$ cat src/hdl/graph_hop_distance_bfs_macros.svh
// Assertion helpers shared by the hop-distance search block.
`ifndef GRAPH_HOP_DISTANCE_BFS_MACROS_SVH
`define GRAPH_HOP_DISTANCE_BFS_MACROS_SVH
`ifndef SYNTH
// same-cycle implication, sampled on clk, off while rst_n is low
`define GHD_ASSERT_IMP(name, ante, cons) \
    name: assert property (@(posedge clk) disable iff (!rst_n) (ante) |-> (cons)) \
        else $error("ghd assertion failed");
// next-cycle implication
`define GHD_ASSERT_NEXT(name, ante, cons) \
    name: assert property (@(posedge clk) disable iff (!rst_n) (ante) |=> (cons)) \
        else $error("ghd assertion failed");
`else
`define GHD_ASSERT_IMP(name, ante, cons)
`define GHD_ASSERT_NEXT(name, ante, cons)
`endif
`endif

$ cat src/hdl/ghd_pkg.sv
`default_nettype none

package ghd_pkg;

    localparam int NODE_W = 4;
    localparam int DIST_W = 4;

    localparam logic CMD_ADD   = 1'b0;
    localparam logic CMD_QUERY = 1'b1;

    typedef struct packed {
        logic              command;
        logic [NODE_W-1:0] first_node;
        logic [NODE_W-1:0] second_node;
    } ghd_request_t;

    typedef struct packed {
        logic              reachable;
        logic [DIST_W-1:0] distance;
    } ghd_response_t;

    // controller -> datapath
    typedef struct packed {
        logic load;       // capture request fields
        logic rd_en;      // adjacency row read
        logic rd_second;  // read row of second_node instead of first_node
        logic wr_en;      // adjacency row write
        logic wr_second;  // write row of second_node instead of first_node
        logic q_init;     // seed search with start node
        logic q_step;     // expand one frontier node
        logic q_advance;  // move to next level
        logic finish;     // load response register
        logic found;      // response is a hit
    } ghd_cmd_t;

    // datapath -> controller
    typedef struct packed {
        logic range_bad;
        logic frontier_empty;
        logic target_hit;
        logic scan_done;
        logic out_free;
    } ghd_status_t;

endpackage

`default_nettype wire

$ cat src/hdl/ghd_datapath.sv
`default_nettype none
`include "graph_hop_distance_bfs_macros.svh"

module ghd_datapath
    import ghd_pkg::*;
#(
    parameter int MAX_NODES = 16
) (
    input  wire logic          clk,
    input  wire logic          rst_n,
    input  wire ghd_request_t  request,
    input  wire ghd_cmd_t      cmd,
    output ghd_status_t        status,
    input  wire logic          response_ready,
    output logic               response_valid,
    output ghd_response_t      response
);

    localparam int IDX_W = (MAX_NODES > 1) ? $clog2(MAX_NODES) : 1;

    logic [NODE_W-1:0]    first_reg;
    logic [NODE_W-1:0]    second_reg;
    logic [IDX_W-1:0]     first_idx;
    logic [IDX_W-1:0]     second_idx;

    // adjacency rows; valid bits stand in for the reset clear
    logic [MAX_NODES-1:0] adj_mem [MAX_NODES];
    logic [MAX_NODES-1:0] row_valid_reg;
    logic [MAX_NODES-1:0] adj_rdata_reg;
    logic                 row_ok_reg;
    logic [MAX_NODES-1:0] row_eff;
    logic [IDX_W-1:0]     rd_addr;
    logic [IDX_W-1:0]     wr_addr;
    logic [MAX_NODES-1:0] wr_data;
    logic [MAX_NODES-1:0] first_mask;
    logic [MAX_NODES-1:0] second_mask;

    // level-synchronous search state
    logic [MAX_NODES-1:0] frontier_reg;
    logic [MAX_NODES-1:0] nxt_reg;
    logic [MAX_NODES-1:0] visited_reg;
    logic                 pend_reg;
    logic [DIST_W-1:0]    level_reg;
    logic [IDX_W-1:0]     pick_idx;

    logic                 resp_valid_reg;
    ghd_response_t        resp_data_reg;

    assign first_idx  = IDX_W'(first_reg);
    assign second_idx = IDX_W'(second_reg);

    always_comb
    begin
        first_mask              = '0;
        second_mask             = '0;
        first_mask[first_idx]   = 1'b1;
        second_mask[second_idx] = 1'b1;
    end

    // lowest set frontier bit
    always_comb
    begin
        pick_idx = '0;
        for (int i = MAX_NODES - 1; i >= 0; i--)
        begin
            if (frontier_reg[i])
            begin
                pick_idx = IDX_W'(i);
            end
        end
    end

    assign row_eff = row_ok_reg ? adj_rdata_reg : '0;
    assign rd_addr = cmd.q_step ? pick_idx : (cmd.rd_second ? second_idx : first_idx);
    assign wr_addr = cmd.wr_second ? second_idx : first_idx;
    assign wr_data = row_eff | (cmd.wr_second ? first_mask : second_mask);

    always_ff @(posedge clk)
    begin
        if (cmd.load)
        begin
            first_reg  <= request.first_node;
            second_reg <= request.second_node;
        end
        if (cmd.rd_en)
        begin
            adj_rdata_reg <= adj_mem[rd_addr];
        end
        if (cmd.wr_en)
        begin
            adj_mem[wr_addr] <= wr_data;
        end
        if (cmd.finish)
        begin
            resp_data_reg.reachable <= cmd.found;
            resp_data_reg.distance  <= cmd.found ? level_reg : '0;
        end
    end

    always_ff @(posedge clk or negedge rst_n)
    begin
        if (!rst_n)
        begin
            row_valid_reg  <= '0;
            row_ok_reg     <= 1'b0;
            frontier_reg   <= '0;
            nxt_reg        <= '0;
            visited_reg    <= '0;
            pend_reg       <= 1'b0;
            level_reg      <= '0;
            resp_valid_reg <= 1'b0;
        end
        else
        begin
            if (cmd.rd_en)
            begin
                row_ok_reg <= row_valid_reg[rd_addr];
            end
            if (cmd.wr_en)
            begin
                row_valid_reg[wr_addr] <= 1'b1;
            end

            if (cmd.q_init)
            begin
                frontier_reg <= first_mask;
                visited_reg  <= first_mask;
                nxt_reg      <= '0;
                pend_reg     <= 1'b0;
                level_reg    <= '0;
            end
            else if (cmd.q_advance)
            begin
                frontier_reg <= nxt_reg;
                nxt_reg      <= '0;
                level_reg    <= level_reg + 1'b1;
            end
            else if (cmd.q_step)
            begin
                if (pend_reg)
                begin
                    nxt_reg     <= nxt_reg | (row_eff & ~visited_reg);
                    visited_reg <= visited_reg | row_eff;
                end
                pend_reg     <= (frontier_reg != '0);
                frontier_reg <= frontier_reg & (frontier_reg - 1'b1);
            end

            if (cmd.finish)
            begin
                resp_valid_reg <= 1'b1;
            end
            else if (response_ready)
            begin
                resp_valid_reg <= 1'b0;
            end
        end
    end

    assign status.range_bad      = (32'(first_reg) >= MAX_NODES) ||
                                   (32'(second_reg) >= MAX_NODES);
    assign status.frontier_empty = (frontier_reg == '0);
    assign status.target_hit     = frontier_reg[second_idx];
    assign status.scan_done      = (frontier_reg == '0) && !pend_reg;
    assign status.out_free       = !resp_valid_reg || response_ready;

    assign response_valid = resp_valid_reg;
    assign response       = resp_data_reg;

    `GHD_ASSERT_IMP(a_frontier_visited, 1'b1, (frontier_reg & ~visited_reg) == '0)
    `GHD_ASSERT_IMP(a_next_visited, 1'b1, (nxt_reg & ~visited_reg) == '0)
    `GHD_ASSERT_NEXT(a_resp_loaded, cmd.finish, resp_valid_reg)

endmodule

`default_nettype wire

$ cat src/hdl/ghd_ctrl.sv
`default_nettype none
`include "graph_hop_distance_bfs_macros.svh"

module ghd_ctrl
    import ghd_pkg::*;
(
    input  wire logic        clk,
    input  wire logic        rst_n,
    input  wire logic        request_valid,
    input  wire logic        request_command,
    output logic             request_ready,
    input  wire ghd_status_t status,
    output ghd_cmd_t         cmd
);

    typedef enum logic [2:0] {
        S_IDLE,
        S_ADD_RD,
        S_ADD_WA,
        S_ADD_WB,
        S_Q_INIT,
        S_Q_CHECK,
        S_Q_SCAN
    } state_t;

    state_t state_reg;
    state_t state_next;

    always_comb
    begin
        state_next = state_reg;
        cmd        = '0;
        unique case (state_reg)
            S_IDLE:
            begin
                if (request_valid)
                begin
                    cmd.load   = 1'b1;
                    state_next = (request_command == CMD_ADD) ? S_ADD_RD : S_Q_INIT;
                end
            end
            S_ADD_RD:
            begin
                if (status.range_bad)
                begin
                    state_next = S_IDLE;
                end
                else
                begin
                    cmd.rd_en  = 1'b1;
                    state_next = S_ADD_WA;
                end
            end
            S_ADD_WA:
            begin
                cmd.wr_en     = 1'b1;
                cmd.rd_en     = 1'b1;
                cmd.rd_second = 1'b1;
                state_next    = S_ADD_WB;
            end
            S_ADD_WB:
            begin
                cmd.wr_en     = 1'b1;
                cmd.wr_second = 1'b1;
                state_next    = S_IDLE;
            end
            S_Q_INIT:
            begin
                if (status.range_bad)
                begin
                    if (status.out_free)
                    begin
                        cmd.finish = 1'b1;
                        state_next = S_IDLE;
                    end
                end
                else
                begin
                    cmd.q_init = 1'b1;
                    state_next = S_Q_CHECK;
                end
            end
            S_Q_CHECK:
            begin
                priority if (status.frontier_empty || status.target_hit)
                begin
                    if (status.out_free)
                    begin
                        cmd.finish = 1'b1;
                        cmd.found  = status.target_hit;
                        state_next = S_IDLE;
                    end
                end
                else
                begin
                    state_next = S_Q_SCAN;
                end
            end
            S_Q_SCAN:
            begin
                if (status.scan_done)
                begin
                    cmd.q_advance = 1'b1;
                    state_next    = S_Q_CHECK;
                end
                else
                begin
                    cmd.q_step = 1'b1;
                    cmd.rd_en  = 1'b1;
                end
            end
            default:
            begin
                state_next = S_IDLE;
            end
        endcase
    end

    always_ff @(posedge clk or negedge rst_n)
    begin
        if (!rst_n)
        begin
            state_reg <= S_IDLE;
        end
        else
        begin
            state_reg <= state_next;
        end
    end

    assign request_ready = (state_reg == S_IDLE);

    `GHD_ASSERT_IMP(a_finish_free, cmd.finish, status.out_free)
    `GHD_ASSERT_IMP(a_write_in_add, cmd.wr_en, (state_reg == S_ADD_WA) || (state_reg == S_ADD_WB))
    `GHD_ASSERT_IMP(a_load_on_accept, cmd.load, request_valid && request_ready)

endmodule

`default_nettype wire

$ cat src/hdl/graph_hop_distance_bfs.sv
// Hop distance in an undirected graph of up to MAX_NODES nodes.
// request channel (valid/ready): command 0 adds edge first_node--second_node,
//   command 1 asks the hop count from first_node to second_node.
// response channel (valid/ready): one transaction per query, none per add;
//   reachable = 0 and distance = 0 when no path exists or a node is out of range.
// Sequencing: an add is a read-modify-write of both adjacency rows. A query
//   searches level by level, expanding one frontier node per cycle through the
//   single adjacency-row read, and loads its response once the target is in
//   the frontier or the frontier is empty. One request is in flight at a time.
// The response register decouples the sides: a new request is accepted while a
//   result still waits; a query only stalls at completion if the previous
//   response has not been taken yet.
// Reset (rst_n, async, active low) empties the graph at once through per-row
//   valid bits and drops any pending response; no clearing sweep is needed.
// Distance is reported modulo 16.
`default_nettype none

module graph_hop_distance_bfs
    import ghd_pkg::*;
#(
    parameter int MAX_NODES = 16
) (
    input  wire logic          clk,
    input  wire logic          rst_n,
    input  wire logic          request_valid,
    output logic               request_ready,
    input  wire ghd_request_t  request,
    output logic               response_valid,
    input  wire logic          response_ready,
    output ghd_response_t      response
);

    ghd_cmd_t    cmd;
    ghd_status_t status;

    // sequencer: add read-modify-write, then level-by-level search
    ghd_ctrl u_ctrl (
        .clk             (clk),
        .rst_n           (rst_n),
        .request_valid   (request_valid),
        .request_command (request.command),
        .request_ready   (request_ready),
        .status          (status),
        .cmd             (cmd)
    );

    // adjacency memory, frontier/visited masks, level counter, response register
    ghd_datapath #(
        .MAX_NODES (MAX_NODES)
    ) u_datapath (
        .clk            (clk),
        .rst_n          (rst_n),
        .request        (request),
        .cmd            (cmd),
        .status         (status),
        .response_ready (response_ready),
        .response_valid (response_valid),
        .response       (response)
    );

endmodule

`default_nettype wire

$ cat config.mk
export PLATFORM = sky130hd
export DESIGN_NAME = graph_hop_distance_bfs
export DESIGN_NICKNAME = d
export VERILOG_FILES = /design/src/hdl/ghd_pkg.sv /design/src/hdl/ghd_datapath.sv /design/src/hdl/ghd_ctrl.sv /design/src/hdl/graph_hop_distance_bfs.sv
export VERILOG_INCLUDE_DIRS = /design/src /design/src/hdl
export SDC_FILE = /design/constraint.sdc
export NUM_CORES = 1
export LEC_CHECK = 0
export ABC_AREA = 1
export BUFFER_PORTS_ARGS = -buffer_cell sky130_fd_sc_hd__buf_2
export CORE_ASPECT_RATIO = 0.7
export CORE_MARGIN = 2
export CORE_UTILIZATION = 45
export DETAILED_ROUTE_END_ITERATION = 8
export GPL_ROUTABILITY_DRIVEN = 0
export GPL_TIMING_DRIVEN = 0
export HOLD_SLACK_MARGIN = 0.08
export PLACE_DENSITY_LB_ADDON = 0.1
export SYNTH_ARGS = -nofsm -noshare
export SYNTH_HDL_FRONTEND = slang
export SYNTH_SLANG_ARGS = --single-unit
$ cat constraint.sdc
create_clock -name clk -period 3.3 [get_ports clk]
set_clock_uncertainty 0.05 [all_clocks]
set_input_delay 0.33 -clock clk [delete_from_list [all_inputs] [get_ports clk]]
set_output_delay 0.33 -clock clk [all_outputs]
set_load 0.05 [all_outputs]
==> impl_metrics.yaml, run 1 <==
pwr:
  power.switching_fraction_pct: 42.2
  seq_power_share_pct: 33.5
  clkPwrFrac_pct: 21.1
  power.density_cell_area_nw_per_um2: 1020
  switching_power_mw: 8.10
  power_frac_comb_pct: 45.4
  p_leak_nw: 7.15
  peak_vdd_ir_v: 0.000454
  power_report.internal_total_mw: 11.1
yosys:
  post_synth.cell_area_avg_um2: 11.1
  fraction_of_the_mapped_netlist_area_in_compound_gates_pct: 18.5
  yosysWarnings: 0
  postSynthNetCount: 1435
  synth_mux_area_share_pct: 0
  synth-simple-area-share_pct: 8.14
  proportion_of_netlist_area_held_by_the_largest_area_contributor_pct: 54.3
  count_of_flip_flops_with_a_built_in_enable_after_synthesis: 285
  synth.most_common_cell: "edfxtp_1"
  yosys.area_share.adder_pct: 0.0793
  synth_top_flop_cell: "edfxtp_1"
  synthesized_area_um2: 15800
  yosys_register_bits: 359
  synth_xor_area_share_pct: 0
  async_reset_ff_share_pct: 20.6
  synth.largest_area_cell: "edfxtp_1"
  synth_common_cells: "edfxtp_1, inv_1, o21ai_0"
  synth_top_cells_by_area: "edfxtp_1, dfrtp_1, inv_1"
  combinational_family_with_the_most_area_after_synthesis: "compound AO/OA/AOI/OAI gates"
  mapped_cells: 1421
  synth.yosys.seq_area_share_pct: 66.0
  count_of_distinct_cell_types_in_the_synthesized_netlist: 41
drt:
  routed_wl_mm: 47.8
  remaining_drc_errors: 0
  routed-wl-met2_mm: 18.6
  drt_iter0_drc: 1544
  routed-via-count: 11710
  wl_met3_mm: 6.12
  ant_nets: 0
  avgRoutedWirePerCell_um: 23.4
  topRoutingLayerUsed: "met4"
  wirelength_met1_mm: 22.3
  post_drt_via_cell_ratio: 5.73
  detail_route.first_pass.iterations: 5
critical_path:
  critical_path_sink_type: "register"
  critical_path_source_type: "register"
  worst-path-max-fanout: 10
  r2r_setup_slack_ns: -0.07
  worst-endpoint-arrival_ns: 3.71
  criticalPathCategory: "register to register"
  crit_path_required_time_ns: 3.64
placed_design:
  buffers_on_ports: 19
  placed_cell_area_um2: 16800
  dp_hpwl_mm: 33.8
cells_and_area:
  layout.nets: 1561
  final.fill_count: 2990
  diodes_inserted: 0
  area_growth_syn_to_layout_pct: 19.9
  max_ffs_per_register: 256
  max_flop_register: "u_datapath.adj_mem"
  postLayoutCoreUtil_pct: 54.7
  proportion_of_layout_cells_with_a_drive_suffix_above_1_pct: 19.2
  final_design_area_excluding_fillers_um2: 18900
flow_run:
  maxCapViolations: 0
die:
  floorplan.initialDensity_pct: 45.6
  fp.dieW_um: 228
  count_of_pins_on_the_block_boundary: 20
  fp-row-count: 57
  dieArea_um2: 36600
  core_um2: 34600
  dieHeight_um: 161
timing:
  max_slew.worst_pin.slew_ns: 1.04
  postLayoutSetupSlackWorst_ns: -0.0712
  hold_violations: 0
  final_period_minus_worst_setup_slack_ns: 3.37
  setup_repair_after_global_routing_missed_its_margin: "yes"
  period_share_pct: 102
  hold_ws_ns: 0.121
  maxSlewHeadroom_pct: 31.0
  maxSlewViolCount: 0
  fmaxAchievable_mhz: 297
  number_of_setup_violations_in_the_final_report: 10
clock_network:
  path_clk_slew_ns: 0.07
  cts_inserted_buffers: 37
  clkLatencyLatePin_ns: 0.55
  cts.sinks: 359
  cts.root.buffer_cell: "clkbuf_16"
  cts.htree.levels: 2
  cts_tree: "built"
  cts_buffer_depth: 3
global_routing:
  grt_pass1_wl_mm: 70.5
  gr-total-overflow: 0
  number_of_antenna_violations_at_the_first_check_in_global_routing: 2
  global_route.usage.total_pct: 26.1
  largest_net_degree_at_the_start_of_global_routing: 56
  first_global_vias: 11002
outcome:
  failed_checks: "setup timing"
  run_status: "finished with violations"
min_path:
  hold_class: "input port to register"
==> worst max-delay path: stages, from the launching register on <==
cell and delay [ns]:
dfrtp_2 0.43, nor2_4 0.14, nand2_2 0.08, nor2_4 0.12, inv_2 0.07, nor2_4 0.12
nand2_2 0.09, nor2_4 0.14, nand3_4 0.09, nor2_4 0.17, nand2_4 0.09, nand2_8 0.13
inv_8 0.07, o21ai_4 0.23, clkinv_4 0.14, clkbuf_16 0.21, buf_12 0.15, a21oi_2 0.11
o21ai_1 0.07, o211ai_1 0.13, nand3_1 0.20, nand2_1 0.16
==> kinds of logic after synthesis <==
| family | after synthesis |
|---|---|
| AOI/OAI and AO/OA | 490 |
| DFF | 359 |
| and+or+nand+nor | 296 |
| buffers and inverters | 275 |
| adders and majority gates | 1 |
==> through the flow <==
step           instances  worst slack (ns)  setup TNS [ns]  power [mW]
6_report            2043           -0.0712          -0.277        19.2
4_1_cts             2034           0.00153               0        18.7
3_5_place_dp        1933            -0.816         -122.39        14.1
2_1_floorplan       1421             0.581               0        11.0
5_1_grt             2043            -0.135           -4.32        20.1
3_3_place_gp        1912             -1.28         -491.03        13.8
==> routing by layer <==
metal,vias to the layer above,GRT usage (%)
met2,603,34.1
met1,5711,41.4
met3,65,8.81
met4,0,5.71
met5,-,0
li1,5331,-
==> cell usage in the layout, fill, tap and decap left out, types with 3 or more instances in the layout <==
cell / netlist / layout
o221ai_1: 4 / 4
o21ai_1: 65 / 74
clkinv_2: 0 / 4
a22oi_1: 28 / 28
a31oi_1: 27 / 27
buf_6: 9 / 17
o21ai_4: 1 / 3
buf_12: 0 / 11
clkbuf_2: 0 / 10
nand3_1: 67 / 49
o21ai_0: 133 / 105
nand3_2: 1 / 18
clkbuf_4: 0 / 4
clkinv_1: 2 / 5
o21ai_2: 2 / 19
nor2_4: 4 / 17
clkbuf_8: 0 / 3
nand2_4: 1 / 3
edfxtp_1: 285 / 285
o211ai_1: 67 / 67
nor3_1: 4 / 4
nor2_1: 112 / 91
a21oi_1: 117 / 111
clkbuf_16: 0 / 41
buf_8: 0 / 11
nand2_2: 6 / 11
a21oi_2: 30 / 34
dfrtp_1: 74 / 73
dlygate4sd3_1: 0 / 11
nor2_2: 1 / 9
inv_1: 194 / 193
buf_2: 19 / 27
inv_2: 2 / 3
clkbuf_1: 44 / 35
buf_4: 3 / 42
nand2_1: 96 / 88
a32oi_1: 6 / 6
==> power by group through the flow <==
| stage | sequential [mW] | clock (mW) | combinational (mW) |
|---|---|---|---|
| 2_1_floorplan | 6.45 | 0 | 4.59 |
| 5_1_grt | 6.50 | 4.27 | 9.36 |
| 4_1_cts | 6.42 | 4.10 | 8.16 |
| 3_5_place_dp | 6.51 | 0 | 7.55 |
| 3_3_place_gp | 6.55 | 0 | 7.27 |
| 6_report | 6.44 | 4.04 | 8.73 |
==> cell type report <==
class                           instances  area, µm²  area share (%)
Buffer                                 74        520            2.75
Clock buffer                           51       1040            5.51
Clock inverter                         12       87.6           0.463
Inverter                              200        768            4.06
Multi-Input combinational cell        787       4600            24.4
Sequential cell                       359      10400            55.1
Tap cell                              472        591            3.12
Timing Repair Buffer                   88        882            4.67
==> final timing paths <==
path                                                              start                                      end  depth (start not counted)
worst max-delay path             u_datapath.frontier_reg[0]$_DFFE_PN0P_    u_datapath.adj_rdata_reg[2]$_DFFE_PP_                         21
worst min-delay path                                         request[8]          u_ctrl.state_reg[0]$_DFFE_PN0P_                          4
worst max register to register   u_datapath.frontier_reg[0]$_DFFE_PN0P_    u_datapath.adj_rdata_reg[2]$_DFFE_PP_                         21
worst min register to register  u_datapath.row_valid_reg[8]$_DFFE_PN0N_  u_datapath.row_valid_reg[8]$_DFFE_PN0N_                          2
max in group asynchronous                                         rst_n   u_datapath.frontier_reg[0]$_DFFE_PN0P_                          3
min in group asynchronous                                         rst_n          u_datapath.pend_reg$_DFFE_PN0P_                          2
==> timing repair <==
action                                 4_1_cts  5_1_grt
pin swaps                                   27       34
endpoints found under the hold margin       85        0
setup endpoints to repair                  301      147
gates resized for setup                     93       55
setup buffers                               28        7
cloned                                       0        2
hold buffers                                11        0
No activity file was read; power rests on OpenSTA's default activity.
==> inputs of run 2 (changes only) <==
- BUFFER_PORTS_ARGS: -buffer_cell sky130_fd_sc_hd__buf_2 -> -buffer_cell sky130_fd_sc_hd__buf_4
==> run 2 against run 1 <==
The flow still finishes with violations (setup timing). Register-to-register slack about the same. First-iteration DRC count increased by 10%. Worst hold slack improved by 0.0091 ns. Critical path depth decreased by 1. Final cell count decreased by 0.20%. Fmax decreased by 0.11%. Global-route usage increased by 0.37 points. Clock power increased by 2%. Sequential share of layout area about the same. Design area about the same. Total power increased by 0.17%. Critical endpoint unchanged. Largest power group unchanged.
==> impl_metrics.yaml, run 2 (synthesis gave the netlist of run 1 again) <==
cells_and_area:
  final_design_area_excluding_fillers_um2: 18900
  instances_no_fill: 2039
  layout.cells.most_common_list: "edfxtp_1, inv_1, a21oi_1, o21ai_0, nor2_1"
  max_ffs_per_register: 256
  footprint_of_the_multi_input_gates_um2: 4590
  max_flop_register: "u_datapath.adj_mem"
  area_growth_syn_to_layout_pct: 19.9
  final.fill_count: 3002
  layout.area.seq_um2: 10400
  proportion_of_layout_cells_with_a_drive_suffix_above_1_pct: 19.3
  layout.nets: 1552
  final_common_cell: "edfxtp_1"
timing:
  maxSlewViolCount: 0
  tns_ns: -1.11
  max_slew.worst_pin.slew_ns: 1.08
  final_period_minus_worst_setup_slack_ns: 3.37
  period_share_pct: 102
  number_of_setup_violations_in_the_final_report: 26
  maxSlewHeadroom_pct: 27.7
  hold_violations: 0
  postLayoutSetupSlackWorst_ns: -0.0749
  hold_ws_ns: 0.130
  setup_repair_after_global_routing_missed_its_margin: "yes"
  fmaxAchievable_mhz: 296
clock_network:
  cts.htree.levels: 2
  path_clk_slew_ns: 0.07
  cts.sinks: 359
  cts_buffer_depth: 3
  cts_tree: "built"
  cts_inserted_buffers: 37
  clkLatencyLatePin_ns: 0.54
  cts.root.buffer_cell: "clkbuf_16"
pwr:
  clkPwrFrac_pct: 21.3
  power_report.internal_total_mw: 11.1
  power_frac_comb_pct: 45.2
  power.switching_fraction_pct: 42.3
  p_leak_nw: 7.14
  totalPowerFinal_mw: 19.2
  seq_power_share_pct: 33.4
  power.density_cell_area_nw_per_um2: 1020
  switching_power_mw: 8.13
  peak_vdd_ir_v: 0.000502
drt:
  ant_nets: 0
  drt_iter0_drc: 1705
  post_drt_via_cell_ratio: 5.80
  avgRoutedWirePerCell_um: 23.8
  routed-via-count: 11836
  routed_wl_mm: 48.4
  detail_route.first_pass.iterations: 6
  remaining_drc_errors: 0
critical_path:
  worstSetupStartpoint: "u_datapath.frontier_reg[0]$_DFFE_PN0P_"
  critPathMostFrequentCell: "nor2_4"
  worst-endpoint-arrival_ns: 3.61
  crit_path_required_time_ns: 3.53
  critical_register_to_register_path_startpoint: "u_datapath.frontier_reg[0]$_DFFE_PN0P_"
  criticalPathCategory: "register to register"
  critical-path-top-delay-family: "simple AND/OR/NAND/NOR gates"
  crit_path_cell_trace: "nor2_4 -> nand2_2 -> nor2_4 -> inv_2 -> nor2_4 -> nand2_2 -> nor2_4 -> nand3_4 -> nor2_4 -> nand2_4 -> nand2_8 -> nor2_1 -> nand2_4 -> nand2_2 -> buf_6 -> buf_4 -> o21ai_1 -> o211ai_1 -> nand3_1 -> nand2_1"
  worst-path-max-fanout: 10
  critical_path_sink_type: "register"
  critPathMaxStageDelay_ns: 0.43
  critical-path-slowest-cell: "dfrtp_2"
  critPathBufInv: 3
  critical_path_source_type: "register"
min_path:
  hold_class: "input port to register"
  hold_path_startpoint: "request[8]"
global_routing:
  gr-total-overflow: 0
  largest_net_degree_at_the_start_of_global_routing: 75
  number_of_antenna_violations_at_the_first_check_in_global_routing: 6
  grt_pass1_wl_mm: 71.2
  first_global_vias: 11179
  global_route.usage.total_pct: 26.5
die:
  fp-row-count: 57
  fp.dieW_um: 228
  floorplan.initialDensity_pct: 45.6
  core_um2: 34600
  count_of_pins_on_the_block_boundary: 20
  dieHeight_um: 161
  dieArea_um2: 36600
placed_design:
  dp_hpwl_mm: 33.8
  placed_cells: 1931
  buffers_on_ports: 19
  placed_cell_area_um2: 16900
outcome:
  run_status: "finished with violations"
  failed_checks: "setup timing"
flow_run:
  maxCapViolations: 0
==> run 2: power groups by stage <==
stage          registers [mW]  logic [mW]  clock network [mW]
2_1_floorplan            6.45        4.59                   0
3_3_place_gp             6.55        7.27                   0
3_5_place_dp             6.51        7.55                   0
4_1_cts                  6.42        8.07                4.14
5_1_grt                  6.51        9.33                4.32
6_report                 6.43        8.70                4.11
==> run 2: final timing paths <==
kind | end | slack, ns | cells past startpoint
max | u_datapath.adj_rdata_reg[2]$_DFFE_PP_ | -0.07 | 20
min | u_ctrl.state_reg[0]$_DFFE_PN0P_ | 0.13 | 4
max reg2reg | u_datapath.adj_rdata_reg[2]$_DFFE_PP_ | -0.07 | 20
min reg2reg | u_datapath.row_valid_reg[9]$_DFFE_PN0N_ | 0.41 | 2
max in group asynchronous | u_datapath.frontier_reg[0]$_DFFE_PN0P_ | 2.01 | 2
min in group asynchronous | u_datapath.level_reg[3]$_DFFE_PN0P_ | 0.45 | 2
==> run 2: worst reg2reg max path, stage by stage, from the launching register on <==
cell,delay (ns)
dfrtp_2,0.43
nor2_4,0.14
nand2_2,0.09
nor2_4,0.13
inv_2,0.07
nor2_4,0.15
nand2_2,0.09
nor2_4,0.17
nand3_4,0.10
nor2_4,0.17
nand2_4,0.09
nand2_8,0.12
nor2_1,0.09
nand2_4,0.14
nand2_2,0.10
buf_6,0.18
buf_4,0.20
o21ai_1,0.14
o211ai_1,0.15
nand3_1,0.19
nand2_1,0.10
==> run 2: final cells by class <==
class	count	area share (%)
timing repair buffer	79	4.53
clock inverter	16	0.655
buffer	74	2.87
inverter	200	4.08
multi-input combinational	787	24.3
clock buffer	51	5.40
tap	472	3.12
sequential	359	55.1
antenna	1	0.0132
==> run 2: through the flow <==
stage | util (%) | setup slack (ns)
floorplan | - | 0.581
global placement | 47.7 | -1.35
detailed placement | 48.7 | -0.783
CTS | 53.7 | -0.152
global route | 54.7 | -0.204
finish | 54.7 | -0.0749
==> run 2: what timing repair did <==
item	4_1_cts	5_1_grt
pin swaps	16	40
buffers inserted	18	11
setup endpoints to repair	296	294
gates resized for setup	87	94
gates cloned	0	1
hold endpoints to repair	85	0
hold buffers	11	0
==> run 2: per-layer routing <==
| metal | track usage, % | vias to the layer above | share of wire [%] |
|---|---|---|---|
| met1 | 41.6 | 5874 | 46 |
| met5 | 0 | - | 0 |
| met3 | 8.10 | 67 | 12 |
| met2 | 35.1 | 580 | 40 |
| met4 | 7.15 | 0 | 1.9 |
| li1 | - | 5315 | - |
